--- config.mk ---
export PLATFORM = sky130hd
export DESIGN_NAME = first_fit_block_allocator
export DESIGN_NICKNAME = d
export VERILOG_FILES = /design/src/hdl/ffba_pkg.sv /design/src/hdl/first_fit_block_allocator.sv /design/src/hdl/ffba_ram.sv /design/src/hdl/ffba_datapath.sv /design/src/hdl/ffba_ctrl.sv
export SDC_FILE = /design/constraint.sdc
export NUM_CORES = 2
export LEC_CHECK = 0
export BUFFER_PORTS_ARGS = -buffer_cell sky130_fd_sc_hd__buf_2
export CORE_MARGIN = 2
export CORE_UTILIZATION = 46
export DETAILED_ROUTE_END_ITERATION = 16
export PLACE_DENSITY = 0.67
export SYNTH_ARGS = -nofsm -noshare
export SYNTH_HDL_FRONTEND = slang
export SYNTH_SLANG_ARGS = --single-unit
--- constraint.sdc ---
create_clock -name clock -period 7.75 [get_ports clock]
set_clock_uncertainty 0.15 [all_clocks]
set_input_delay 0.775 -clock clock [delete_from_list [all_inputs] [get_ports clock]]
set_output_delay 0.775 -clock clock [all_outputs]
set_load 0.03 [all_outputs]
--- src/hdl/ffba_pkg.sv ---
// shared types and codes for the first-fit block allocator
package ffba_pkg;

   typedef enum logic [1:0] {
      CMD_ALLOC   = 2'd0,
      CMD_FREE    = 2'd1,
      CMD_REALLOC = 2'd2,
      CMD_RSVD    = 2'd3
   } cmd_type;

   typedef enum logic [1:0] {
      ST_OK      = 2'd0,
      ST_NULL    = 2'd1,
      ST_FULL    = 2'd2,
      ST_INVALID = 2'd3
   } status_type;

   typedef enum logic [2:0] {
      S_IDLE,
      S_DECODE,
      S_CHECK,
      S_SCAN,
      S_APPEND,
      S_FREE_OLD,
      S_FINISH
   } state_type;

   typedef enum logic [1:0] {
      RD_BIDX,
      RD_ZERO,
      RD_NEXT
   } rd_sel_type;

   typedef enum logic [2:0] {
      WR_NONE,
      WR_MARK_USED,
      WR_FREE_ENTRY,
      WR_APPEND,
      WR_FREE_OLD
   } wr_sel_type;

   typedef enum logic [2:0] {
      RES_HOLD,
      RES_NULL,
      RES_FULL,
      RES_INVALID,
      RES_KEEP,
      RES_FREED,
      RES_SCAN,
      RES_APPEND
   } res_sel_type;

   typedef struct packed {
      logic        capture;
      rd_sel_type  rd_sel;
      wr_sel_type  wr_sel;
      res_sel_type res_sel;
      logic        save_old;
      logic        count_inc;
      logic        out_load;
   } dp_cmd_type;

   typedef struct packed {
      cmd_type cmd;
      logic    has_block;
      logic    bidx_valid;
      logic    size_zero;
      logic    count_zero;
      logic    table_full;
      logic    entry_free;
      logic    entry_fits;
      logic    scan_last;
      logic    out_ready;
   } dp_stat_type;

endpackage

--- src/hdl/first_fit_block_allocator.sv ---
// first-fit block allocator top level
//
//   channel  direction  handshake            payload
//   req      in         req_valid/req_stall  req_cmd req_size req_has_block req_block_index
//   rsp      out        rsp_valid/rsp_stall  rsp_status rsp_result_index rsp_reused
//
// one item at a time; an item that fails decode goes straight to the result, one that
// ends at the block check (free, keep, invalid) reads its entry first, a free block
// that fits is found by a first-fit scan of the entries, and otherwise the item
// appends or finds the table full; a reallocate that grows also frees its old block
// unless the table is full. the next item is taken in the cycle after the result
// loads. reset clears the block count and the output valid only, so the table needs
// no clearing pass. a held result does not block the next item until that item's own
// result is ready
module first_fit_block_allocator #(
   parameter int MAX_BLOCKS = 64,
   parameter int SIZE_BITS  = 32
) (
   input  logic        clock,
   input  logic        reset,
   input  logic        req_valid,
   output logic        req_stall,
   input  logic [1:0]  req_cmd,
   input  logic [31:0] req_size,
   input  logic        req_has_block,
   input  logic [5:0]  req_block_index,
   output logic        rsp_valid,
   input  logic        rsp_stall,
   output logic [1:0]  rsp_status,
   output logic [5:0]  rsp_result_index,
   output logic        rsp_reused
);
   import ffba_pkg::*;

   dp_cmd_type  dp_cmd;
   dp_stat_type dp_stat;

   ffba_ctrl u_ctrl (
      .clock     (clock),
      .reset     (reset),
      .req_valid (req_valid),
      .req_stall (req_stall),
      .dp_cmd    (dp_cmd),
      .dp_stat   (dp_stat)
   );

   ffba_datapath #(
      .MAX_BLOCKS (MAX_BLOCKS),
      .SIZE_BITS  (SIZE_BITS)
   ) u_datapath (
      .clock            (clock),
      .reset            (reset),
      .req_cmd          (req_cmd),
      .req_size         (req_size),
      .req_has_block    (req_has_block),
      .req_block_index  (req_block_index),
      .rsp_stall        (rsp_stall),
      .rsp_valid        (rsp_valid),
      .rsp_status       (rsp_status),
      .rsp_result_index (rsp_result_index),
      .rsp_reused       (rsp_reused),
      .dp_cmd           (dp_cmd),
      .dp_stat          (dp_stat)
   );

endmodule

--- src/hdl/ffba_ram.sv ---
// generic simple dual-port ram with registered read
module ffba_ram #(
   parameter int WIDTH = 33,
   parameter int DEPTH = 64
) (
   input  logic                     clock,
   input  logic                     wr_en,
   input  logic [$clog2(DEPTH)-1:0] wr_addr,
   input  logic [WIDTH-1:0]         wr_data,
   input  logic [$clog2(DEPTH)-1:0] rd_addr,
   output logic [WIDTH-1:0]         rd_data
);

   logic [WIDTH-1:0] mem_ff [DEPTH];
   logic [WIDTH-1:0] rd_data_ff;

   always_ff @(posedge clock) begin
      if (wr_en) begin
         mem_ff[wr_addr] <= wr_data;
      end
      rd_data_ff <= mem_ff[rd_addr];
   end

   assign rd_data = rd_data_ff;

endmodule

--- src/hdl/ffba_datapath.sv ---
// block table, item registers, scan pointer, result and output registers
module ffba_datapath #(
   parameter int MAX_BLOCKS = 64,
   parameter int SIZE_BITS  = 32
) (
   input  logic                 clock,
   input  logic                 reset,
   input  logic [1:0]           req_cmd,
   input  logic [31:0]          req_size,
   input  logic                 req_has_block,
   input  logic [5:0]           req_block_index,
   input  logic                 rsp_stall,
   output logic                 rsp_valid,
   output logic [1:0]           rsp_status,
   output logic [5:0]           rsp_result_index,
   output logic                 rsp_reused,
   input  ffba_pkg::dp_cmd_type dp_cmd,
   output ffba_pkg::dp_stat_type dp_stat
);
   import ffba_pkg::*;

   localparam int IW   = $clog2(MAX_BLOCKS);
   localparam int CW   = $clog2(MAX_BLOCKS + 1);
   localparam int CMPW = (CW > 6) ? CW : 6;
   localparam int EW   = SIZE_BITS + 1;

   cmd_type              cmd_ff;
   logic [SIZE_BITS-1:0] size_ff;
   logic                 has_ff;
   logic [5:0]           bidx_ff;
   logic [SIZE_BITS-1:0] old_size_ff;
   logic [CW-1:0]        count_ff;
   logic [IW-1:0]        scan_addr_ff, scan_addr_in;

   status_type           res_status_ff, res_status_in;
   logic [IW-1:0]        res_idx_ff, res_idx_in;
   logic                 res_reused_ff, res_reused_in;

   logic                 rsp_valid_ff;
   status_type           rsp_status_ff;
   logic [5:0]           rsp_idx_ff;
   logic                 rsp_reused_ff;

   logic                 wr_en;
   logic [IW-1:0]        wr_addr, rd_addr;
   logic [EW-1:0]        wr_data, rd_data;
   logic [SIZE_BITS-1:0] rd_size;
   logic                 rd_free;

   assign rd_size = rd_data[SIZE_BITS-1:0];
   assign rd_free = rd_data[SIZE_BITS];

   ffba_ram #(.WIDTH(EW), .DEPTH(MAX_BLOCKS)) u_table (
      .clock   (clock),
      .wr_en   (wr_en),
      .wr_addr (wr_addr),
      .wr_data (wr_data),
      .rd_addr (rd_addr),
      .rd_data (rd_data)
   );

   // read address and scan pointer
   always_comb begin
      rd_addr      = IW'(bidx_ff);
      scan_addr_in = scan_addr_ff;
      case (dp_cmd.rd_sel)
         RD_ZERO: begin
            rd_addr      = '0;
            scan_addr_in = '0;
         end
         RD_NEXT: begin
            rd_addr      = scan_addr_ff + IW'(1);
            scan_addr_in = scan_addr_ff + IW'(1);
         end
         default: ;
      endcase
   end

   // table write: entry layout is {free mark, size}
   always_comb begin
      wr_en   = 1'b1;
      wr_addr = IW'(bidx_ff);
      wr_data = {1'b1, old_size_ff};
      case (dp_cmd.wr_sel)
         WR_MARK_USED: begin
            wr_addr = scan_addr_ff;
            wr_data = {1'b0, rd_size};
         end
         WR_FREE_ENTRY: begin
            wr_data = {1'b1, rd_size};
         end
         WR_APPEND: begin
            wr_addr = IW'(count_ff);
            wr_data = {1'b0, size_ff};
         end
         WR_FREE_OLD: ;
         default: wr_en = 1'b0;
      endcase
   end

   always_comb begin
      res_status_in = res_status_ff;
      res_idx_in    = res_idx_ff;
      res_reused_in = res_reused_ff;
      case (dp_cmd.res_sel)
         RES_NULL: begin
            res_status_in = ST_NULL;
            res_idx_in    = '0;
            res_reused_in = 1'b0;
         end
         RES_FULL: begin
            res_status_in = ST_FULL;
            res_idx_in    = '0;
            res_reused_in = 1'b0;
         end
         RES_INVALID: begin
            res_status_in = ST_INVALID;
            res_idx_in    = '0;
            res_reused_in = 1'b0;
         end
         RES_KEEP: begin
            res_status_in = ST_OK;
            res_idx_in    = IW'(bidx_ff);
            res_reused_in = 1'b1;
         end
         RES_FREED: begin
            res_status_in = ST_OK;
            res_idx_in    = IW'(bidx_ff);
            res_reused_in = 1'b0;
         end
         RES_SCAN: begin
            res_status_in = ST_OK;
            res_idx_in    = scan_addr_ff;
            res_reused_in = 1'b1;
         end
         RES_APPEND: begin
            res_status_in = ST_OK;
            res_idx_in    = IW'(count_ff);
            res_reused_in = 1'b0;
         end
         default: ;
      endcase
   end

   // payload registers
   always_ff @(posedge clock) begin
      if (dp_cmd.capture) begin
         cmd_ff  <= cmd_type'(req_cmd);
         size_ff <= SIZE_BITS'(req_size);
         has_ff  <= req_has_block;
         bidx_ff <= req_block_index;
      end
      if (dp_cmd.save_old) begin
         old_size_ff <= rd_size;
      end
      scan_addr_ff  <= scan_addr_in;
      res_status_ff <= res_status_in;
      res_idx_ff    <= res_idx_in;
      res_reused_ff <= res_reused_in;
      if (dp_cmd.out_load) begin
         rsp_status_ff <= res_status_ff;
         rsp_idx_ff    <= 6'(res_idx_ff);
         rsp_reused_ff <= res_reused_ff;
      end
   end

   // control registers
   always_ff @(posedge clock) begin
      if (reset) begin
         count_ff     <= '0;
         rsp_valid_ff <= 1'b0;
      end else begin
         if (dp_cmd.count_inc) begin
            count_ff <= count_ff + CW'(1);
         end
         if (dp_cmd.out_load) begin
            rsp_valid_ff <= 1'b1;
         end else if (!rsp_stall) begin
            rsp_valid_ff <= 1'b0;
         end
      end
   end

   always_comb begin
      dp_stat.cmd        = cmd_ff;
      dp_stat.has_block  = has_ff;
      dp_stat.bidx_valid = has_ff && (CMPW'(bidx_ff) < CMPW'(count_ff));
      dp_stat.size_zero  = (size_ff == '0);
      dp_stat.count_zero = (count_ff == '0);
      dp_stat.table_full = (count_ff == CW'(MAX_BLOCKS));
      dp_stat.entry_free = rd_free;
      dp_stat.entry_fits = (rd_size >= size_ff);
      dp_stat.scan_last  = ((CW'(scan_addr_ff) + CW'(1)) == count_ff);
      dp_stat.out_ready  = !rsp_valid_ff || !rsp_stall;
   end

   assign rsp_valid        = rsp_valid_ff;
   assign rsp_status       = rsp_status_ff;
   assign rsp_result_index = rsp_idx_ff;
   assign rsp_reused       = rsp_reused_ff;

endmodule

--- src/hdl/ffba_ctrl.sv ---
// allocator sequencer: decode, first-fit scan, append and result hand-off
module ffba_ctrl (
   input  logic                  clock,
   input  logic                  reset,
   input  logic                  req_valid,
   output logic                  req_stall,
   output ffba_pkg::dp_cmd_type  dp_cmd,
   input  ffba_pkg::dp_stat_type dp_stat
);
   import ffba_pkg::*;

   state_type state_ff, state_in;
   logic      grow_ff, grow_in;

   always_ff @(posedge clock) begin
      if (reset) begin
         state_ff <= S_IDLE;
         grow_ff  <= 1'b0;
      end else begin
         state_ff <= state_in;
         grow_ff  <= grow_in;
      end
   end

   // next state
   always_comb begin
      state_in = state_ff;
      unique case (state_ff)
         S_IDLE: begin
            if (req_valid) state_in = S_DECODE;
         end
         S_DECODE: begin
            unique case (dp_stat.cmd) inside
               CMD_FREE: begin
                  if (dp_stat.has_block && dp_stat.bidx_valid) state_in = S_CHECK;
                  else                                       state_in = S_FINISH;
               end
               CMD_ALLOC, CMD_REALLOC: begin
                  if (dp_stat.cmd == CMD_REALLOC && dp_stat.has_block) begin
                     state_in = dp_stat.bidx_valid ? S_CHECK : S_FINISH;
                  end else if (dp_stat.size_zero) begin
                     state_in = S_FINISH;
                  end else begin
                     state_in = dp_stat.count_zero ? S_APPEND : S_SCAN;
                  end
               end
               default: state_in = S_FINISH;
            endcase
         end
         S_CHECK: begin
            if (dp_stat.entry_free || dp_stat.cmd == CMD_FREE || dp_stat.entry_fits) begin
               state_in = S_FINISH;
            end else begin
               state_in = dp_stat.count_zero ? S_APPEND : S_SCAN;
            end
         end
         S_SCAN: begin
            if (dp_stat.entry_free && dp_stat.entry_fits) begin
               state_in = grow_ff ? S_FREE_OLD : S_FINISH;
            end else if (dp_stat.scan_last) begin
               state_in = S_APPEND;
            end
         end
         S_APPEND: begin
            if (dp_stat.table_full) state_in = S_FINISH;
            else                    state_in = grow_ff ? S_FREE_OLD : S_FINISH;
         end
         S_FREE_OLD: state_in = S_FINISH;
         S_FINISH: begin
            if (dp_stat.out_ready) state_in = S_IDLE;
         end
         default: state_in = S_IDLE;
      endcase
   end

   // datapath commands
   always_comb begin
      req_stall        = (state_ff != S_IDLE);
      grow_in          = grow_ff;
      dp_cmd.capture   = 1'b0;
      dp_cmd.rd_sel    = RD_BIDX;
      dp_cmd.wr_sel    = WR_NONE;
      dp_cmd.res_sel   = RES_HOLD;
      dp_cmd.save_old  = 1'b0;
      dp_cmd.count_inc = 1'b0;
      dp_cmd.out_load  = 1'b0;
      unique case (state_ff)
         S_IDLE: begin
            dp_cmd.capture = req_valid;
            grow_in        = 1'b0;
         end
         S_DECODE: begin
            unique case (dp_stat.cmd) inside
               CMD_FREE: begin
                  if (!dp_stat.has_block)      dp_cmd.res_sel = RES_NULL;
                  else if (!dp_stat.bidx_valid) dp_cmd.res_sel = RES_INVALID;
               end
               CMD_ALLOC, CMD_REALLOC: begin
                  if (dp_stat.cmd == CMD_REALLOC && dp_stat.has_block) begin
                     if (!dp_stat.bidx_valid) dp_cmd.res_sel = RES_INVALID;
                  end else if (dp_stat.size_zero) begin
                     dp_cmd.res_sel = RES_NULL;
                  end else begin
                     dp_cmd.rd_sel = RD_ZERO;
                  end
               end
               default: dp_cmd.res_sel = RES_NULL;
            endcase
         end
         S_CHECK: begin
            if (dp_stat.entry_free) begin
               dp_cmd.res_sel = RES_INVALID;
            end else if (dp_stat.cmd == CMD_FREE) begin
               dp_cmd.wr_sel  = WR_FREE_ENTRY;
               dp_cmd.res_sel = RES_FREED;
            end else if (dp_stat.entry_fits) begin
               dp_cmd.res_sel = RES_KEEP;
            end else begin
               // growth: keep the old size so the old block can be freed later
               dp_cmd.save_old = 1'b1;
               dp_cmd.rd_sel   = RD_ZERO;
               grow_in         = 1'b1;
            end
         end
         S_SCAN: begin
            if (dp_stat.entry_free && dp_stat.entry_fits) begin
               dp_cmd.wr_sel  = WR_MARK_USED;
               dp_cmd.res_sel = RES_SCAN;
            end else if (!dp_stat.scan_last) begin
               dp_cmd.rd_sel = RD_NEXT;
            end
         end
         S_APPEND: begin
            if (dp_stat.table_full) begin
               dp_cmd.res_sel = RES_FULL;
            end else begin
               dp_cmd.wr_sel    = WR_APPEND;
               dp_cmd.res_sel   = RES_APPEND;
               dp_cmd.count_inc = 1'b1;
            end
         end
         S_FREE_OLD: dp_cmd.wr_sel = WR_FREE_OLD;
         S_FINISH:   dp_cmd.out_load = dp_stat.out_ready;
         default: ;
      endcase
   end

endmodule
==> flow_metrics.py <==
metrics = {
    "run_status": {
        "status": "complete, but fails checks",
        "violations": "max-capacitance violations, max-slew violations",
    },
    "grt": {
        "grt_max_degree": 89,
        "first_global_vias": 44800,
        "grt_pass1_wl_mm": 324,
        "track_usage": 0.234,
        "antenna_found_initial": 13,
        "overflow": 0,
    },
    "clocking": {
        "cts_hold_buf": 32,
        "clockRootBuffer": "clkbuf_16",
        "cts.clk_slew.worst_paths_ns": 0.06,
        "htree_levels": 4,
        "clock_sinks": 2254,
        "cts_tree": "done",
        "cts-resized-gates": 0,
        "clock_path_buffers": 3,
        "numCtsBuffers": 211,
        "worstSkewPairLatency_ns": 0.87,
        "post_cts_buffers": 0,
    },
    "logic_synthesis": {
        "synth_area_leaders": "edfxtp_1 (76%), mux4_2 (14%), nand2_1 (2.4%)",
        "synth.cell_area_sq_um": 87700,
        "yosys_warnings": 0,
        "avgSynthCellArea_sq_um": 19.8,
        "async_flop_share": 0,
        "ys_seq_area_frac": 0.767,
        "yosys.area.top_type": "edfxtp_1",
        "syn_inst": 4427,
        "ys_ff_latch": 2254,
        "netlist.area_leader.share": 0.756,
        "synth.lib_cells_used.distinct": 70,
        "synth_edf_count": 2209,
        "syn_nets": 4513,
        "synth-main-ff-cell": "edfxtp_1",
    },
    "place": {
        "placedInstanceArea_sq_um": 92300,
        "gp_congestion": 0.904,
        "dp.cells": 6936,
        "place_ws_ns": 0.937,
        "port_buffers": 55,
        "dp_hpwl_mm": 128,
    },
    "timing": {
        "hold_slack_ns": 0.0500,
        "hold_viol_final": 0,
        "worst-slew-pin-transition_ns": 1.52,
        "fin_crit_ns": 6.98,
        "drv_slew": 2,
        "relSlewSlack": -0.0272,
        "rsz0062_at_grt": "false",
        "fin_crit_sh": 0.900,
        "fin_ws_ns": 0.772,
        "setup_viol_count_final": 0,
        "fmax_ghz": 0.143,
        "fin_setup_tns_ns": 0,
    },
    "setup_path": {
        "setup.worst_path.end": "u_datapath.u_table.rd_data[2]",
        "reg2reg_to": "u_datapath.u_table.rd_data[2]",
        "rr_worst_depth": 18,
        "critPathCaptureType": "flip-flop",
        "r2r_slack_ns": 0.77,
        "arrival_ns": 7.45,
        "path_max_fanout": 65,
        "cp-startpoint": "u_datapath.u_table.rd_data[21]",
        "timing.rr.start": "u_datapath.u_table.rd_data[21]",
        "required_ns": 8.23,
        "startpoint_type": "flip-flop",
        "path_class": "reg -> reg",
    },
    "pwr": {
        "p_sw_frac": 0.324,
        "irDropWorstVdd_uv": 329,
        "powerDensity_nw_per_um2": 361,
        "p_leak_nw": 31.6,
        "p_switching_mw": 11.7,
        "power.total_mw": 36.0,
        "p_int_mw": 24.3,
        "clkPwrFrac": 0.288,
        "seq_power_share": 0.422,
        "pwr-share-comb": 0.290,
    },
    "routing": {
        "dr.pass1.iters": 6,
        "ant_nets": 0,
        "vias": 45600,
        "drt_iter0_drc": 6463,
        "drc": 0,
        "post_drt_wl_per_cell_um": 31.0,
        "wirelength_mm": 228,
        "routed_via_density": 6.19,
    },
    "finish": {
        "multi_input_area_sq_um": 19900,
        "fillers": 14600,
        "fin_cells": 7368,
        "design_area_sq_um": 99500,
        "synthToLayoutAreaGrowth_pct": 13.5,
        "fin_nets": 4756,
        "drive_gt1_frac": 0.246,
        "final_cell_mix": "edfxtp_1 (2209), nand2_1 (529), mux4_2 (528)",
        "seqCellArea_sq_um": 67200,
        "final_common_cell": "edfxtp_1",
        "final_util": 0.525,
    },
    "flow_run": {
        "max_cap_viol_count": 1,
    },
    "worst_hold_path": {
        "hold_class": "in -> reg",
        "worstHoldStart": "req_size[1]",
    },
    "die": {
        "dieArea_sq_um": 194000,
        "boundaryPins": 56,
        "dieHeight_um": 441,
        "core.rowCount": 160,
        "start_util": 0.462,
        "fp.dieW_um": 441,
        "design.core.area_sq_um": 190000,
    },
}
[cell type report]
cell class,count,share of cell area
tap,2511,0.0316
sequential,2254,0.675
multi-input combinational,1879,0.200
timing repair buffer,277,0.0226
inverter,47,0.00177
clock inverter,129,0.0137
clock buffer,266,0.0553
antenna,5,0.000126
[worst max-delay path, cell delays in order, from the launching register on]
cell and delay [ns]:
dfxtp_1 0.66, ha_1 0.35, nand4_1 0.14, nor3_1 0.06, a221oi_1 0.40, nand2_1 0.14
a21oi_1 0.29, a31o_2 0.23, nand2_1 0.06, ha_1 0.42, inv_2 0.19, mux2_8 0.77
buf_12 0.51, mux4_2 0.56, and2_1 0.18, a211oi_1 0.32, a31oi_1 0.20, a22oi_1 0.54
o221ai_1 0.40
[power by group through the flow]
| stage | combinational, mW | sequential, mW | clock, mW |
|---|---|---|---|
| floorplan | 6.23 | 15.3 | 0 |
| global placement | 10.2 | 15.4 | 0 |
| detailed placement | 10.4 | 15.4 | 0 |
| CTS | 10.4 | 15.2 | 10.5 |
| global route | 11.0 | 15.2 | 10.9 |
| finish | 10.4 | 15.2 | 10.3 |
[Yosys cell counts (all sizes together), types with 3 or more instances]
cell type	number
a211oi	68
a21o	5
a21oi	29
a221o	3
a221oi	8
a22oi	70
a311oi	3
a31oi	70
and2	71
and3	6
buf	114
clkbuf	133
dfxtp	45
edfxtp	2209
ha	41
inv	47
mux2	5
mux4	528
nand2	563
nand2b	3
nand3	85
nand3b	4
nand4	11
nor2	94
nor2b	10
nor3	20
nor4	9
o21ai	83
o221ai	33
o31a	4
o32ai	3
or3	4
or3b	3
xnor2	10
xor2	6
[registers in the layout (all words and copies together), names as in the netlist]
signal                       cells
u_ctrl.grow_ff                   1
u_ctrl.state_ff                  3
u_datapath.bidx_ff               6
u_datapath.cmd_ff                2
u_datapath.count_ff              7
u_datapath.has_ff                1
u_datapath.old_size_ff          32
u_datapath.res_idx_ff            6
u_datapath.res_reused_ff         1
u_datapath.res_status_ff         2
u_datapath.rsp_result_index      6
u_datapath.rsp_reused            1
u_datapath.rsp_status            2
u_datapath.rsp_valid             1
u_datapath.scan_addr_ff          6
u_datapath.size_ff              32
u_datapath.u_table.mem_ff     2112
u_datapath.u_table.rd_data      33
[layer usage]
layer  wire length [um]  up-vias  GRT usage
met5                 82        -          0
met4               8980        6     0.0903
met2             106000     2644      0.358
met1              88700    24000      0.332
li1                   -    18600          -
met3              24700      390     0.0518
[kinds of logic (layout without fill, tap and decap cells)]
group           after synthesis  in the layout  synth area share
fa+ha+maj                    41             41           0.00585
flops                      2254           2254             0.767
xor+xnor                     16             16           0.00160
simple gates                887            887            0.0436
buf+inv                     294            719            0.0141
other cells                   0              5                 0
mux                         534            534             0.136
compound gates              401            401            0.0319
[worst min-delay path by stage]
stage                                          end  slack (ns)  depth (start not counted)
finish                       u_datapath.size_ff[1]        0.05                          1
global route                 u_datapath.size_ff[6]       0.008                          1
CTS                          u_datapath.size_ff[1]       0.007                          1
detailed placement           u_datapath.rsp_reused        0.26                          0
global placement             u_datapath.rsp_reused        0.25                          0
floorplan           u_datapath.rsp_result_index[0]        0.25                          0
Note: power is estimated with default switching activity, not from simulation.
